[config.mk]
export PLATFORM = sky130hd
export DESIGN_NAME = coverage_source_over_blend_flat
export DESIGN_NICKNAME = d
export VERILOG_FILES = /design/src/rtl/cso_pkg.sv /design/src/rtl/cso_req_if.sv /design/src/rtl/cso_rsp_if.sv /design/src/rtl/coverage_source_over_blend.sv /design/src/rtl/cso_csr.sv /design/src/rtl/cso_front.sv /design/src/rtl/cso_queue.sv /design/src/rtl/cso_back.sv /design/src/flat_wrapper.sv
export SDC_FILE = /design/constraint.sdc
export NUM_CORES = 2
export LEC_CHECK = 0
export ABC_AREA = 1
export ABC_CLOCK_PERIOD_IN_PS = 23400
export BUFFER_PORTS_ARGS = -buffer_cell sky130_fd_sc_hd__clkbuf_2
export CORE_MARGIN = 2
export CORE_UTILIZATION = 45
export CTS_CLUSTER_DIAMETER = 60
export DETAILED_ROUTE_END_ITERATION = 16
export GPL_ROUTABILITY_DRIVEN = 0
export RECOVER_POWER = 25
export SETUP_SLACK_MARGIN = 0.5
export SYNTH_ARGS = -nofsm -noshare
export SYNTH_HDL_FRONTEND = slang
export SYNTH_SLANG_ARGS = --single-unit
[constraint.sdc]
create_clock -name clock -period 23.4 [get_ports clock]
set_input_delay 3.51 -clock clock [delete_from_list [all_inputs] [get_ports clock]]
set_output_delay 3.51 -clock clock [all_outputs]
set_load 0.05 [all_outputs]
[src/rtl/cso_pkg.sv]
`timescale 1ns / 1ps

package cso_pkg;

   // Frame size registers are fixed at 14 bits, up to 16383 pixels.
   localparam int DIM_BITS = 14;

   localparam int CSR_INDEX_BITS = 3;

   localparam logic [CSR_INDEX_BITS-1:0] REG_TEXT_RED     = 3'd0;
   localparam logic [CSR_INDEX_BITS-1:0] REG_TEXT_GREEN   = 3'd1;
   localparam logic [CSR_INDEX_BITS-1:0] REG_TEXT_BLUE    = 3'd2;
   localparam logic [CSR_INDEX_BITS-1:0] REG_TEXT_ALPHA   = 3'd3;
   localparam logic [CSR_INDEX_BITS-1:0] REG_FRAME_WIDTH  = 3'd4;
   localparam logic [CSR_INDEX_BITS-1:0] REG_FRAME_HEIGHT = 3'd5;

   localparam int COLOR_RESET  = 255;
   localparam int WIDTH_RESET  = 1920;
   localparam int HEIGHT_RESET = 1080;

   localparam int QUEUE_DEPTH = 4;

   typedef struct packed {
      logic room;    // queue can take a beat
      logic valid;   // queue head holds a beat
   } cso_queue_stat_type;

endpackage

[src/rtl/cso_req_if.sv]
`timescale 1ns / 1ps

interface cso_req_if #(
   parameter int CHANNEL_BITS = 8,
   parameter int COORD_BITS   = 15
) ();
   logic                           valid;
   logic                           ready;
   logic signed [COORD_BITS-1:0]   pixel_x;
   logic signed [COORD_BITS-1:0]   pixel_y;
   logic        [CHANNEL_BITS-1:0] coverage;
   logic        [CHANNEL_BITS-1:0] dest_red;
   logic        [CHANNEL_BITS-1:0] dest_green;
   logic        [CHANNEL_BITS-1:0] dest_blue;
   logic        [CHANNEL_BITS-1:0] dest_alpha;

   modport source (
      output valid, pixel_x, pixel_y, coverage, dest_red, dest_green, dest_blue,
             dest_alpha,
      input  ready
   );

   modport sink (
      input  valid, pixel_x, pixel_y, coverage, dest_red, dest_green, dest_blue,
             dest_alpha,
      output ready
   );
endinterface

[src/rtl/cso_rsp_if.sv]
`timescale 1ns / 1ps

interface cso_rsp_if #(
   parameter int CHANNEL_BITS = 8
) ();
   logic                    valid;
   logic                    ready;
   logic                    write_enable;
   logic [CHANNEL_BITS-1:0] out_red;
   logic [CHANNEL_BITS-1:0] out_green;
   logic [CHANNEL_BITS-1:0] out_blue;
   logic [CHANNEL_BITS-1:0] out_alpha;

   modport source (
      output valid, write_enable, out_red, out_green, out_blue, out_alpha,
      input  ready
   );

   modport sink (
      input  valid, write_enable, out_red, out_green, out_blue, out_alpha,
      output ready
   );
endinterface

[src/rtl/coverage_source_over_blend.sv]
`timescale 1ns / 1ps

// Text blend unit: blends the text color into one destination pixel per beat,
// with the text alpha scaled by glyph coverage (source-over).
// req_ch carries position, coverage and destination RGBA; rsp_ch returns one
// beat per request, in order, with write_enable and the blended RGBA. When
// write_enable is low (zero coverage or off frame) the color equals the
// destination that came in.
// csr_* writes the text color and frame size; write only while no beat is in
// flight. Unknown indexes are dropped.
// Throughput: one beat per cycle while rsp_ch does not stall. A request passes
// the front register, a 4-entry queue and a 6-stage multiply / divide-by-M
// pipeline on its way to the response.
// A stalled rsp_ch freezes the back pipeline; the front keeps accepting until
// the queue fills, then drops req_ch.ready.
// Reset (synchronous, active high) empties all stages and restores the
// registers to white, fully opaque text on a 1920 x 1080 frame.
module coverage_source_over_blend #(
   parameter  int CHANNEL_BITS  = 8,
   parameter  int COORD_BITS    = 15,
   localparam int CSR_DATA_BITS = (CHANNEL_BITS > cso_pkg::DIM_BITS) ?
                                  CHANNEL_BITS : cso_pkg::DIM_BITS
) (
   input  logic                               clock,
   input  logic                               reset,
   cso_req_if.sink                            req_ch,
   cso_rsp_if.source                          rsp_ch,
   input  logic                               csr_we,
   input  logic [cso_pkg::CSR_INDEX_BITS-1:0] csr_index,
   input  logic [CSR_DATA_BITS-1:0]           csr_data
);
   import cso_pkg::*;

   localparam int ITEM_BITS = 1 + 6 * CHANNEL_BITS;

   logic [CHANNEL_BITS-1:0] text_red;
   logic [CHANNEL_BITS-1:0] text_green;
   logic [CHANNEL_BITS-1:0] text_blue;
   logic [CHANNEL_BITS-1:0] text_alpha;
   logic [DIM_BITS-1:0]     frame_width;
   logic [DIM_BITS-1:0]     frame_height;
   cso_queue_stat_type      q_stat;
   logic                    push;
   logic                    pop;
   logic [ITEM_BITS-1:0]    front_item;
   logic [ITEM_BITS-1:0]    head_item;

   cso_csr #(
      .CHANNEL_BITS (CHANNEL_BITS),
      .DATA_BITS    (CSR_DATA_BITS)
   ) u_csr (
      .clock        (clock),
      .reset        (reset),
      .csr_we       (csr_we),
      .csr_index    (csr_index),
      .csr_data     (csr_data),
      .text_red     (text_red),
      .text_green   (text_green),
      .text_blue    (text_blue),
      .text_alpha   (text_alpha),
      .frame_width  (frame_width),
      .frame_height (frame_height)
   );

   cso_front #(
      .CHANNEL_BITS (CHANNEL_BITS),
      .COORD_BITS   (COORD_BITS),
      .ITEM_BITS    (ITEM_BITS)
   ) u_front (
      .clock        (clock),
      .reset        (reset),
      .req          (req_ch),
      .text_alpha   (text_alpha),
      .frame_width  (frame_width),
      .frame_height (frame_height),
      .q_stat       (q_stat),
      .push         (push),
      .item         (front_item)
   );

   cso_queue #(
      .WIDTH (ITEM_BITS),
      .DEPTH (QUEUE_DEPTH)
   ) u_queue (
      .clock    (clock),
      .reset    (reset),
      .push     (push),
      .data_in  (front_item),
      .pop      (pop),
      .stat     (q_stat),
      .data_out (head_item)
   );

   cso_back #(
      .CHANNEL_BITS (CHANNEL_BITS),
      .ITEM_BITS    (ITEM_BITS)
   ) u_back (
      .clock      (clock),
      .reset      (reset),
      .q_stat     (q_stat),
      .head       (head_item),
      .pop        (pop),
      .text_red   (text_red),
      .text_green (text_green),
      .text_blue  (text_blue),
      .rsp        (rsp_ch)
   );

endmodule

[src/rtl/cso_csr.sv]
`timescale 1ns / 1ps

module cso_csr #(
   parameter int CHANNEL_BITS = 8,
   parameter int DATA_BITS    = 14
) (
   input  logic                              clock,
   input  logic                              reset,
   input  logic                              csr_we,
   input  logic [cso_pkg::CSR_INDEX_BITS-1:0] csr_index,
   input  logic [DATA_BITS-1:0]              csr_data,
   output logic [CHANNEL_BITS-1:0]           text_red,
   output logic [CHANNEL_BITS-1:0]           text_green,
   output logic [CHANNEL_BITS-1:0]           text_blue,
   output logic [CHANNEL_BITS-1:0]           text_alpha,
   output logic [cso_pkg::DIM_BITS-1:0]      frame_width,
   output logic [cso_pkg::DIM_BITS-1:0]      frame_height
);
   import cso_pkg::*;

   logic [CHANNEL_BITS-1:0] text_red_ff;
   logic [CHANNEL_BITS-1:0] text_green_ff;
   logic [CHANNEL_BITS-1:0] text_blue_ff;
   logic [CHANNEL_BITS-1:0] text_alpha_ff;
   logic [DIM_BITS-1:0]     frame_width_ff;
   logic [DIM_BITS-1:0]     frame_height_ff;

   always_ff @(posedge clock) begin
      if (reset) begin
         text_red_ff     <= CHANNEL_BITS'(COLOR_RESET);
         text_green_ff   <= CHANNEL_BITS'(COLOR_RESET);
         text_blue_ff    <= CHANNEL_BITS'(COLOR_RESET);
         text_alpha_ff   <= CHANNEL_BITS'(COLOR_RESET);
         frame_width_ff  <= DIM_BITS'(WIDTH_RESET);
         frame_height_ff <= DIM_BITS'(HEIGHT_RESET);
      end else if (csr_we) begin
         unique case (csr_index)
            REG_TEXT_RED:     text_red_ff     <= csr_data[CHANNEL_BITS-1:0];
            REG_TEXT_GREEN:   text_green_ff   <= csr_data[CHANNEL_BITS-1:0];
            REG_TEXT_BLUE:    text_blue_ff    <= csr_data[CHANNEL_BITS-1:0];
            REG_TEXT_ALPHA:   text_alpha_ff   <= csr_data[CHANNEL_BITS-1:0];
            REG_FRAME_WIDTH:  frame_width_ff  <= csr_data[DIM_BITS-1:0];
            REG_FRAME_HEIGHT: frame_height_ff <= csr_data[DIM_BITS-1:0];
            default: ;
         endcase
      end
   end

   assign text_red     = text_red_ff;
   assign text_green   = text_green_ff;
   assign text_blue    = text_blue_ff;
   assign text_alpha   = text_alpha_ff;
   assign frame_width  = frame_width_ff;
   assign frame_height = frame_height_ff;

endmodule

[src/rtl/cso_front.sv]
`timescale 1ns / 1ps

module cso_front #(
   parameter int CHANNEL_BITS = 8,
   parameter int COORD_BITS   = 15,
   parameter int ITEM_BITS    = 49
) (
   input  logic                            clock,
   input  logic                            reset,
   cso_req_if.sink                         req,
   input  logic [CHANNEL_BITS-1:0]         text_alpha,
   input  logic [cso_pkg::DIM_BITS-1:0]    frame_width,
   input  logic [cso_pkg::DIM_BITS-1:0]    frame_height,
   input  cso_pkg::cso_queue_stat_type     q_stat,
   output logic                            push,
   output logic [ITEM_BITS-1:0]            item
);
   import cso_pkg::*;

   localparam int CMP_BITS = ((COORD_BITS > DIM_BITS) ? COORD_BITS : DIM_BITS) + 1;
   localparam int PROD_BITS = 2 * CHANNEL_BITS;

   logic                 valid_ff;
   logic                 valid_in;
   logic [ITEM_BITS-1:0] item_ff;
   logic [ITEM_BITS-1:0] item_in;
   logic                 fire;
   logic [CMP_BITS-1:0]  x_ext;
   logic [CMP_BITS-1:0]  y_ext;
   logic [CMP_BITS-1:0]  w_ext;
   logic [CMP_BITS-1:0]  h_ext;
   logic                 on_frame;
   logic                 write;
   logic [PROD_BITS-1:0] prod;

   assign req.ready = !valid_ff || q_stat.room;
   assign fire      = req.valid && req.ready;
   assign push      = valid_ff && q_stat.room;
   assign item      = item_ff;

   always_comb begin
      x_ext  = {{(CMP_BITS-COORD_BITS){1'b0}}, req.pixel_x};
      y_ext  = {{(CMP_BITS-COORD_BITS){1'b0}}, req.pixel_y};
      w_ext  = {{(CMP_BITS-DIM_BITS){1'b0}}, frame_width};
      h_ext  = {{(CMP_BITS-DIM_BITS){1'b0}}, frame_height};
      // sign bit set means off frame to the left or top
      on_frame = !req.pixel_x[COORD_BITS-1] && !req.pixel_y[COORD_BITS-1] &&
                 (x_ext < w_ext) && (y_ext < h_ext);
      write  = on_frame && (req.coverage != '0);
      prod   = PROD_BITS'(text_alpha) * PROD_BITS'(req.coverage);
      item_in = {write, prod, req.dest_red, req.dest_green, req.dest_blue,
                 req.dest_alpha};
      if (req.ready) begin
         valid_in = req.valid;
      end else begin
         valid_in = valid_ff;
      end
   end

   always_ff @(posedge clock) begin
      if (reset) begin
         valid_ff <= 1'b0;
      end else begin
         valid_ff <= valid_in;
      end
   end

   always_ff @(posedge clock) begin
      if (fire) begin
         item_ff <= item_in;
      end
   end

   // zero coverage never turns into a write
   a_zero_cov_no_write: assert property (@(posedge clock) disable iff (reset)
      (fire && (req.coverage == '0)) |=> !item_ff[ITEM_BITS-1])
      else $error("zero coverage classified as write");

endmodule

[src/rtl/cso_queue.sv]
`timescale 1ns / 1ps

module cso_queue #(
   parameter int WIDTH = 49,
   parameter int DEPTH = 4
) (
   input  logic                        clock,
   input  logic                        reset,
   input  logic                        push,
   input  logic [WIDTH-1:0]            data_in,
   input  logic                        pop,
   output cso_pkg::cso_queue_stat_type stat,
   output logic [WIDTH-1:0]            data_out
);
   import cso_pkg::*;

   localparam int PTR_BITS = (DEPTH > 1) ? $clog2(DEPTH) : 1;
   localparam int CNT_BITS = $clog2(DEPTH + 1);

   logic [WIDTH-1:0]    mem_ff [DEPTH];
   logic [PTR_BITS-1:0] wr_ptr_ff;
   logic [PTR_BITS-1:0] wr_ptr_in;
   logic [PTR_BITS-1:0] rd_ptr_ff;
   logic [PTR_BITS-1:0] rd_ptr_in;
   logic [CNT_BITS-1:0] count_ff;
   logic [CNT_BITS-1:0] count_in;

   assign stat.room  = count_ff < CNT_BITS'(DEPTH);
   assign stat.valid = count_ff != '0;
   assign data_out   = mem_ff[rd_ptr_ff];

   always_comb begin
      wr_ptr_in = wr_ptr_ff;
      rd_ptr_in = rd_ptr_ff;
      count_in  = count_ff;
      if (push) begin
         wr_ptr_in = (wr_ptr_ff == PTR_BITS'(DEPTH - 1)) ? '0 : wr_ptr_ff + 1'b1;
      end
      if (pop) begin
         rd_ptr_in = (rd_ptr_ff == PTR_BITS'(DEPTH - 1)) ? '0 : rd_ptr_ff + 1'b1;
      end
      if (push && !pop) begin
         count_in = count_ff + 1'b1;
      end else if (pop && !push) begin
         count_in = count_ff - 1'b1;
      end
   end

   always_ff @(posedge clock) begin
      if (reset) begin
         wr_ptr_ff <= '0;
         rd_ptr_ff <= '0;
         count_ff  <= '0;
      end else begin
         wr_ptr_ff <= wr_ptr_in;
         rd_ptr_ff <= rd_ptr_in;
         count_ff  <= count_in;
      end
   end

   always_ff @(posedge clock) begin
      if (push) begin
         mem_ff[wr_ptr_ff] <= data_in;
      end
   end

   a_no_overflow: assert property (@(posedge clock) disable iff (reset)
      count_ff <= CNT_BITS'(DEPTH))
      else $error("queue count beyond depth");

   a_no_underflow: assert property (@(posedge clock) disable iff (reset)
      pop |-> (count_ff != '0))
      else $error("pop from empty queue");

endmodule

[src/rtl/cso_back.sv]
`timescale 1ns / 1ps

module cso_back #(
   parameter int CHANNEL_BITS = 8,
   parameter int ITEM_BITS    = 49
) (
   input  logic                        clock,
   input  logic                        reset,
   input  cso_pkg::cso_queue_stat_type q_stat,
   input  logic [ITEM_BITS-1:0]        head,
   output logic                        pop,
   input  logic [CHANNEL_BITS-1:0]     text_red,
   input  logic [CHANNEL_BITS-1:0]     text_green,
   input  logic [CHANNEL_BITS-1:0]     text_blue,
   cso_rsp_if.source                   rsp
);
   import cso_pkg::*;

   localparam int B      = CHANNEL_BITS;
   localparam int DW     = 3 * B + 2;
   localparam int FOLDS  = 4;
   localparam int STAGES = 6;
   localparam logic [B-1:0]  M_B    = {B{1'b1}};
   localparam logic [DW-1:0] M_DW   = {{(DW-B){1'b0}}, {B{1'b1}}};
   localparam logic [DW-1:0] HALF1  = M_DW >> 1;
   localparam logic [DW-1:0] HALF2  = (M_DW * M_DW) >> 1;

   // floor(y / (2^B - 1)): fold the high part back onto the low part,
   // since 2^B = M + 1, then one compare-subtract.
   function automatic logic [DW-1:0] div_m(input logic [DW-1:0] y);
      logic [DW-1:0] q;
      logic [DW-1:0] s;
      q = '0;
      s = y;
      for (int i = 0; i < FOLDS; i++) begin
         q = q + (s >> B);
         s = (s >> B) + (s & M_DW);
      end
      if (s >= M_DW) begin
         q = q + 1'b1;
      end
      return q;
   endfunction

   function automatic logic [DW-1:0] mul_m(input logic [DW-1:0] x);
      return (x << B) - x;
   endfunction

   logic                 advance;
   logic [STAGES-1:0]    valid_ff;
   logic [STAGES-1:0]    valid_in;
   logic [B-1:0]         color [3];

   // decoded queue head
   logic                 head_we;
   logic [2*B-1:0]       head_p;
   logic [B-1:0]         head_d [4];
   logic [DW-1:0]        q_a;
   logic [DW-1:0]        t_an;
   logic [DW-1:0]        q_an;
   logic [DW-1:0]        q_y [3];
   logic [DW-1:0]        q_r [3];

   // stage 1: effective alpha
   logic                 we1_ff, we1_in;
   logic [B-1:0]         a1_ff, a1_in;
   logic [B-1:0]         d1_ff [4];
   // stage 2: first products
   logic                 we2_ff;
   logic [B-1:0]         a2_ff;
   logic [B-1:0]         d2_ff [4];
   logic [2*B-1:0]       pa2_ff [3], pa2_in [3];
   logic [2*B-1:0]       pc2_ff [3], pc2_in [3];
   logic [2*B-1:0]       pl2_ff [3], pl2_in [3];
   logic [2*B-1:0]       pad2_ff, pad2_in;
   // stage 3: straight-color product, alpha numerator
   logic                 we3_ff;
   logic [B-1:0]         d3_ff [4];
   logic [2*B-1:0]       pa3_ff [3];
   logic [2*B-1:0]       pl3_ff [3];
   logic [3*B-1:0]       pcc3_ff [3], pcc3_in [3];
   logic [2*B:0]         anum3_ff, anum3_in;
   // stage 4: channel numerators, alpha done
   logic                 we4_ff;
   logic [B-1:0]         d4_ff [4];
   logic [DW-1:0]        n4_ff [3], n4_in [3];
   logic [B-1:0]         an4_ff, an4_in;
   // stage 5: first division by M
   logic                 we5_ff;
   logic [B-1:0]         d5_ff [4];
   logic [2*B-1:0]       y5_ff [3], y5_in [3];
   logic [B-1:0]         an5_ff;
   // stage 6: output register
   logic                 we6_ff;
   logic [B-1:0]         out6_ff [4], out6_in [4];

   assign color[0] = text_red;
   assign color[1] = text_green;
   assign color[2] = text_blue;

   assign advance  = !valid_ff[STAGES-1] || rsp.ready;
   assign pop      = advance && q_stat.valid;
   assign valid_in = {valid_ff[STAGES-2:0], q_stat.valid};

   always_comb begin
      head_we = head[ITEM_BITS-1];
      head_p  = head[ITEM_BITS-2 -: 2*B];
      for (int i = 0; i < 4; i++) begin
         head_d[i] = head[(4-i)*B-1 -: B];
      end
      q_a   = div_m(DW'(head_p) + HALF1);
      a1_in = (q_a > M_DW) ? M_B : q_a[B-1:0];
      we1_in = head_we;

      for (int i = 0; i < 3; i++) begin
         pa2_in[i] = (2*B)'(M_B - a1_ff) * (2*B)'(d1_ff[i]);
         pc2_in[i] = (2*B)'(color[i]) * (2*B)'(a1_ff);
         // a * min(1, c/a) == min(a, c)
         pl2_in[i] = (2*B)'(d1_ff[3]) *
                     (2*B)'((a1_ff < color[i]) ? a1_ff : color[i]);
      end
      pad2_in = (2*B)'(a1_ff) * (2*B)'(d1_ff[3]);

      for (int i = 0; i < 3; i++) begin
         pcc3_in[i] = (3*B)'(M_B - d2_ff[3]) * (3*B)'(pc2_ff[i]);
      end
      t_an     = mul_m(DW'(a2_ff)) + mul_m(DW'(d2_ff[3])) - DW'(pad2_ff) + HALF1;
      anum3_in = t_an[2*B:0];

      for (int i = 0; i < 3; i++) begin
         n4_in[i] = mul_m(DW'(pa3_ff[i])) + DW'(pcc3_ff[i]) +
                    mul_m(DW'(pl3_ff[i])) + HALF2;
      end
      q_an   = div_m(DW'(anum3_ff));
      an4_in = (q_an > M_DW) ? M_B : q_an[B-1:0];

      // rounding offset already in n, so two floors make the rounded quotient
      for (int i = 0; i < 3; i++) begin
         q_y[i]   = div_m(n4_ff[i]);
         y5_in[i] = q_y[i][2*B-1:0];
      end

      for (int i = 0; i < 3; i++) begin
         q_r[i] = div_m(DW'(y5_ff[i]));
         if (!we5_ff) begin
            out6_in[i] = d5_ff[i];
         end else if (q_r[i] > M_DW) begin
            out6_in[i] = M_B;
         end else begin
            out6_in[i] = q_r[i][B-1:0];
         end
      end
      out6_in[3] = we5_ff ? an5_ff : d5_ff[3];
   end

   always_ff @(posedge clock) begin
      if (reset) begin
         valid_ff <= '0;
      end else if (advance) begin
         valid_ff <= valid_in;
      end
   end

   always_ff @(posedge clock) begin
      if (advance) begin
         we1_ff   <= we1_in;
         a1_ff    <= a1_in;
         we2_ff   <= we1_ff;
         a2_ff    <= a1_ff;
         pad2_ff  <= pad2_in;
         we3_ff   <= we2_ff;
         anum3_ff <= anum3_in;
         we4_ff   <= we3_ff;
         an4_ff   <= an4_in;
         we5_ff   <= we4_ff;
         an5_ff   <= an4_ff;
         we6_ff   <= we5_ff;
         for (int i = 0; i < 4; i++) begin
            d1_ff[i]   <= head_d[i];
            d2_ff[i]   <= d1_ff[i];
            d3_ff[i]   <= d2_ff[i];
            d4_ff[i]   <= d3_ff[i];
            d5_ff[i]   <= d4_ff[i];
            out6_ff[i] <= out6_in[i];
         end
         for (int i = 0; i < 3; i++) begin
            pa2_ff[i]  <= pa2_in[i];
            pc2_ff[i]  <= pc2_in[i];
            pl2_ff[i]  <= pl2_in[i];
            pa3_ff[i]  <= pa2_ff[i];
            pl3_ff[i]  <= pl2_ff[i];
            pcc3_ff[i] <= pcc3_in[i];
            n4_ff[i]   <= n4_in[i];
            y5_ff[i]   <= y5_in[i];
         end
      end
   end

   assign rsp.valid        = valid_ff[STAGES-1];
   assign rsp.write_enable = we6_ff;
   assign rsp.out_red      = out6_ff[0];
   assign rsp.out_green    = out6_ff[1];
   assign rsp.out_blue     = out6_ff[2];
   assign rsp.out_alpha    = out6_ff[3];

   // source-over never lowers the destination alpha
   a_alpha_grows: assert property (@(posedge clock) disable iff (reset)
      (valid_ff[3] && we4_ff) |-> (an4_ff >= d4_ff[3]))
      else $error("blended alpha below destination alpha");

   a_frozen_on_stall: assert property (@(posedge clock) disable iff (reset)
      !advance |=> $stable(valid_ff))
      else $error("pipeline moved while output stalled");

endmodule

[src/flat_wrapper.sv]
// flat-port wrapper written by rule: the top's interface ports become plain ports
module coverage_source_over_blend_flat import cso_pkg::*;
#(
   parameter  int CHANNEL_BITS  = 8,
   parameter  int COORD_BITS    = 15,
   localparam int CSR_DATA_BITS = (CHANNEL_BITS > cso_pkg::DIM_BITS) ?
                                  CHANNEL_BITS : cso_pkg::DIM_BITS
)
  (clock, reset, csr_we, csr_index, csr_data, req_ch_valid, req_ch_pixel_x, req_ch_pixel_y, req_ch_coverage, req_ch_dest_red, req_ch_dest_green, req_ch_dest_blue, req_ch_dest_alpha, req_ch_ready, rsp_ch_valid, rsp_ch_write_enable, rsp_ch_out_red, rsp_ch_out_green, rsp_ch_out_blue, rsp_ch_out_alpha, rsp_ch_ready);
  cso_req_if #(.CHANNEL_BITS(CHANNEL_BITS), .COORD_BITS(COORD_BITS)) req_ch_i ();
  cso_rsp_if #(.CHANNEL_BITS(CHANNEL_BITS)) rsp_ch_i ();
  input  logic clock;
  input  logic reset;
  input  logic csr_we;
  input  logic [cso_pkg::CSR_INDEX_BITS-1:0] csr_index;
  input  logic [CSR_DATA_BITS-1:0] csr_data;
  input wire logic [$bits(req_ch_i.valid)-1:0] req_ch_valid;
  input wire logic [$bits(req_ch_i.pixel_x)-1:0] req_ch_pixel_x;
  input wire logic [$bits(req_ch_i.pixel_y)-1:0] req_ch_pixel_y;
  input wire logic [$bits(req_ch_i.coverage)-1:0] req_ch_coverage;
  input wire logic [$bits(req_ch_i.dest_red)-1:0] req_ch_dest_red;
  input wire logic [$bits(req_ch_i.dest_green)-1:0] req_ch_dest_green;
  input wire logic [$bits(req_ch_i.dest_blue)-1:0] req_ch_dest_blue;
  input wire logic [$bits(req_ch_i.dest_alpha)-1:0] req_ch_dest_alpha;
  output wire logic [$bits(req_ch_i.ready)-1:0] req_ch_ready;
  output wire logic [$bits(rsp_ch_i.valid)-1:0] rsp_ch_valid;
  output wire logic [$bits(rsp_ch_i.write_enable)-1:0] rsp_ch_write_enable;
  output wire logic [$bits(rsp_ch_i.out_red)-1:0] rsp_ch_out_red;
  output wire logic [$bits(rsp_ch_i.out_green)-1:0] rsp_ch_out_green;
  output wire logic [$bits(rsp_ch_i.out_blue)-1:0] rsp_ch_out_blue;
  output wire logic [$bits(rsp_ch_i.out_alpha)-1:0] rsp_ch_out_alpha;
  input wire logic [$bits(rsp_ch_i.ready)-1:0] rsp_ch_ready;
  assign req_ch_i.valid = req_ch_valid;
  assign req_ch_i.pixel_x = req_ch_pixel_x;
  assign req_ch_i.pixel_y = req_ch_pixel_y;
  assign req_ch_i.coverage = req_ch_coverage;
  assign req_ch_i.dest_red = req_ch_dest_red;
  assign req_ch_i.dest_green = req_ch_dest_green;
  assign req_ch_i.dest_blue = req_ch_dest_blue;
  assign req_ch_i.dest_alpha = req_ch_dest_alpha;
  assign req_ch_ready = req_ch_i.ready;
  assign rsp_ch_valid = rsp_ch_i.valid;
  assign rsp_ch_write_enable = rsp_ch_i.write_enable;
  assign rsp_ch_out_red = rsp_ch_i.out_red;
  assign rsp_ch_out_green = rsp_ch_i.out_green;
  assign rsp_ch_out_blue = rsp_ch_i.out_blue;
  assign rsp_ch_out_alpha = rsp_ch_i.out_alpha;
  assign rsp_ch_i.ready = rsp_ch_ready;
  coverage_source_over_blend #(.CHANNEL_BITS(CHANNEL_BITS), .COORD_BITS(COORD_BITS)) u_core (.clock(clock), .reset(reset), .req_ch(req_ch_i), .rsp_ch(rsp_ch_i), .csr_we(csr_we), .csr_index(csr_index), .csr_data(csr_data));
endmodule
==> PnR_summary.wiki <==
{| class="wikitable"
! Metric !! Value
|-
| Status || finished with violations
|-
| Violations in the final reports || max-capacitance violations, max-slew violations
|-
| Skew final || 0.05319 ns
|-
| First drt pass iteration count || 5
|-
| Number of antenna violations at the first check in global routing || 5
|-
| Finish-stage setup viols || 0
|-
| Vert. Die Dim || 456.1 um
|-
| Post-synthesis to final-layout area growth || 9.051%
|-
| Storage element area || about 0.030 mm^2
|-
| Net count, final || 11888
|-
| Register-to-register setup slack || 12.06 ns
|-
| Critical path data required time || around 24 ns
|-
| Synthesized cell area || around 0.09 mm^2
|-
| Number of CTS-inserted buffers || 136
|-
| Remaining global-route overflow || 0
|-
| Footprint of the multi-input gates || between 0.05 and 0.06 mm^2
|-
| Final count of pins violating max slew || 877
|-
| FFs w/ async S/R, synth || 0%
|-
| Vias in the first global route || 65568
|-
| Post-Layout Inst Area || 0.1003 mm^2
|-
| Wire length of the first global-routing pass || 348.0 mm
|-
| Distinct cells, synth || 75
|-
| CP delay by family, top || buffers and inverters
|-
| Starting DRT DRC Count || about 3900
|-
| Die width || approximately 460 um
|-
| Hpwl dp || 166.6 mm
|-
| Class of the worst hold path || reg -> reg
|-
| Number of instances in the synthesized netlist || 9723
|-
| Yosys warns || 0
|-
| Setup repair after global routing missed its margin || false
|-
| Setup Total Neg Slack || 0 ns
|-
| Relative slew slack || -132.5%
|-
| Critical Setup Path Class || reg -> reg
|-
| Max capacitance violation total || 26
|-
| Minimum clock period || 11.34 ns
|-
| Crit start category || flop
|-
| Post-CTS Hold Fix Bufs || 0
|-
| Worst r2r path cells || 44
|-
| Filler cells || 18613
|-
| Total routed wirelength || 215.8 mm
|-
| Antenna Nets Post-Route || 0
|-
| Placed Area || 0.09570 mm^2
|-
| Initial Utilization || 45.37%
|-
| Delay of the slowest critical-path stage || around 1.7 ns
|-
| DRC Markers || 0
|-
| Transition at the pin with the smallest max-transition slack || around 3.5 ns
|-
| Max clock buf depth || 3
|-
| Num Clock Sinks || 1022
|-
| Tcrit/Tclk final || 48.45%
|-
| Sequential area share after synthesis || 32.54%
|-
| Clock tree from TritonCTS || done
|-
| Total number of vias || 64081
|-
| Final setup margin || 12.06 ns
|-
| Crit path buf inv count || 7
|-
| Reg-to-reg critical path endpoint || u_core.u_back.a1_ff[0]
|-
| Clock Tree Root || sky130_fd_sc_hd__clkbuf_16
|-
| Category of the worst setup path capture point || flop
|-
| Number of input and output port buffers inserted || 126
|-
| Worst Setup Slack post-DPL || approximately 14 ns
|-
| Crit Path Max Fanout || 49
|-
| Hold path cells || 0
|-
| Post-CTS sizing || 0
|-
| Floorplan die area || 0.2080 mm^2
|-
| Setup repair bufs after CTS || 0
|-
| Pin count of the biggest net entering global routing || 192
|-
| Seq cells post-synth || just over 1000
|-
| Fraction of final layout cells sized beyond drive strength 1 || under 10%
|-
| Post-DR wirelength/cell || 17.06 um
|-
| Total count of hold-check failures in the final report || 0
|-
| Hold wc startpoint || u_core.u_back.d3_ff[3][3]
|-
| Data arrival time of the critical path || between 10 and 15 ns
|-
| Row cnt || 165
|-
| GRT Resource Usage Total || 20.99%
|-
| Core region area || between 0.2 and 0.25 mm^2
|-
| Number of top-level design ports || about 130
|-
| Leading register cell type out of synthesis || sky130_fd_sc_hd__edfxtp_1
|-
| Count of flip-flops with a built-in enable after synthesis || 946
|-
| Highest clock rate || 88.21 MHz
|-
| Depth of the CTS H-tree || 4
|-
| Clock latency of the later-clocked register in the worst-skew pair || approximately 0.82 ns
|-
| Syn_area_per_cell || 9.459 um^2
|-
| Critical Path Slowest Stage Cell || sky130_fd_sc_hd__clkbuf_1
|-
| Drt via density || 5.067
|-
| Post-CTS clock slew at the launch and capture registers of the worst setup and hold paths || 0.06 ns
|-
| Worst Hold Endpoint || u_core.u_back.d4_ff[3][3]
|}
sequential cells by signal, summed over array words and instances, names as in the netlist, 48 cells and up, named ones only:
register and flops:
u_core.u_queue.mem_ff 196, u_core.u_back.y5_ff 48, u_core.u_back.pa2_ff 48, u_core.u_back.n4_ff 78, u_core.u_back.pa3_ff 48, u_core.u_back.pl2_ff 48, u_core.u_back.pcc3_ff 72, u_core.u_back.pl3_ff 48
u_core.u_front.item 49, u_core.u_back.pc2_ff 48
cells in the mapped netlist, types with 5 or more instances:
cell type	n	area share [%]
sky130_fd_sc_hd__nor3b_1	6	0.049
sky130_fd_sc_hd__o21a_1	10	0.082
sky130_fd_sc_hd__o31ai_1	7	0.057
sky130_fd_sc_hd__nand3_1	226	1.2
sky130_fd_sc_hd__nand2_2	17	0.12
sky130_fd_sc_hd__ha_1	1157	16
sky130_fd_sc_hd__buf_2	5	0.027
sky130_fd_sc_hd__nand4_1	45	0.31
sky130_fd_sc_hd__fa_1	784	17
sky130_fd_sc_hd__buf_6	5	0.061
sky130_fd_sc_hd__xnor2_1	164	1.6
sky130_fd_sc_hd__o21ai_1	14	0.076
sky130_fd_sc_hd__buf_1	13	0.053
sky130_fd_sc_hd__or2_2	24	0.16
sky130_fd_sc_hd__a21boi_0	19	0.16
sky130_fd_sc_hd__nor4_1	34	0.23
sky130_fd_sc_hd__o21bai_1	74	0.60
sky130_fd_sc_hd__nand3b_1	10	0.082
sky130_fd_sc_hd__a211oi_1	9	0.073
sky130_fd_sc_hd__nor2_4	5	0.061
sky130_fd_sc_hd__o221ai_1	8	0.076
sky130_fd_sc_hd__dfxtp_1	76	1.7
sky130_fd_sc_hd__inv_2	10	0.041
sky130_fd_sc_hd__nand3_2	6	0.065
sky130_fd_sc_hd__o22ai_1	37	0.25
sky130_fd_sc_hd__a21o_1	27	0.22
sky130_fd_sc_hd__nor3_1	69	0.38
sky130_fd_sc_hd__nand3_4	5	0.095
sky130_fd_sc_hd__clkinv_1	10	0.041
sky130_fd_sc_hd__o21ai_0	281	1.5
sky130_fd_sc_hd__inv_1	1995	8.1
sky130_fd_sc_hd__nand2_1	1453	5.9
sky130_fd_sc_hd__and2_1	15	0.10
sky130_fd_sc_hd__o211ai_1	52	0.42
sky130_fd_sc_hd__edfxtp_1	946	31
sky130_fd_sc_hd__xor2_1	486	4.6
sky130_fd_sc_hd__a31oi_1	12	0.082
sky130_fd_sc_hd__nor2_2	7	0.048
sky130_fd_sc_hd__nor2_1	873	3.6
sky130_fd_sc_hd__clkbuf_1	175	0.71
sky130_fd_sc_hd__a21oi_1	490	2.7
layer usage:
metal | track usage, % | part of all wire [%]
met5 | 0 | 0
met4 | 7.539 | 3.6
met3 | 2.976 | 5.0
met2 | 34.86 | 46
met1 | 27.98 | 45
final cells by class:
type | instances | area share [%]
timing repair buffer | 188 | 0.9930
antenna | 7 | 0.01747
inverter | 2016 | 7.557
clock inverter | 91 | 1.159
sequential | 1022 | 29.84
clock buffer | 159 | 3.521
multi-input combinational | 6491 | 53.58
tap | 2672 | 3.333
worst max-delay path by stage:
stage                 startpoint                    endpoint  cells past startpoint  slack, ns
global placement            flop      u_core.u_back.a1_ff[5]                     49      14.63
CTS                         flop      u_core.u_back.a1_ff[0]                     49      14.36
finish                      flop      u_core.u_back.a1_ff[0]                     44      12.06
global route                flop      u_core.u_back.a1_ff[0]                     44      10.79
detailed placement          flop      u_core.u_back.a1_ff[5]                     49      14.38
floorplan           rsp_ch_ready  u_core.u_queue.count_ff[1]                      8       2.62
placed cells by master, fill, tap and decap left out, types with 50 or more instances in the layout:
master / n
sky130_fd_sc_hd__o21bai_1: 74
sky130_fd_sc_hd__clkbuf_16: 137
sky130_fd_sc_hd__xnor2_1: 164
sky130_fd_sc_hd__a21oi_1: 489
sky130_fd_sc_hd__nor3_1: 69
sky130_fd_sc_hd__ha_1: 1157
sky130_fd_sc_hd__nand3_1: 226
sky130_fd_sc_hd__dfxtp_1: 75
sky130_fd_sc_hd__nor2_1: 869
sky130_fd_sc_hd__clkbuf_1: 50
sky130_fd_sc_hd__edfxtp_1: 946
sky130_fd_sc_hd__clkbuf_2: 126
sky130_fd_sc_hd__o211ai_1: 52
sky130_fd_sc_hd__nand2_1: 1453
sky130_fd_sc_hd__inv_1: 1994
sky130_fd_sc_hd__o21ai_0: 281
sky130_fd_sc_hd__xor2_1: 486
sky130_fd_sc_hd__fa_1: 784
per-stage QoR:
step                      std cells  hold slack [ns]  util, %
after floorplan                9728           0.4003        -
after global placement        12389           0.4002    47.20
after detailed placement      12389           0.4045    47.20
after CTS                     12639           0.3897    49.52
after global routing          12641           0.3985    49.47
final                         12646           0.3901    49.47
cell families (layout without fill, tap and decap cells):
group                    Yosys count  in the layout  synth area share, %
adder cells (fa/ha/maj)         1941           1941                32.81
XOR/XNOR                         654            654                6.261
buffers and inverters           2215           2454                9.097
flip-flops                      1022           1022                32.54
AND/OR/NAND/NOR                 2818           2818                12.65
AO/OA/AOI/OAI                   1071           1071                6.629
other                              1             13             0.004077
multiplexers                       1              1              0.01088
Power is not shown: default switching activity piles up to over one toggle a cycle in this logic, so the estimate is an artifact.
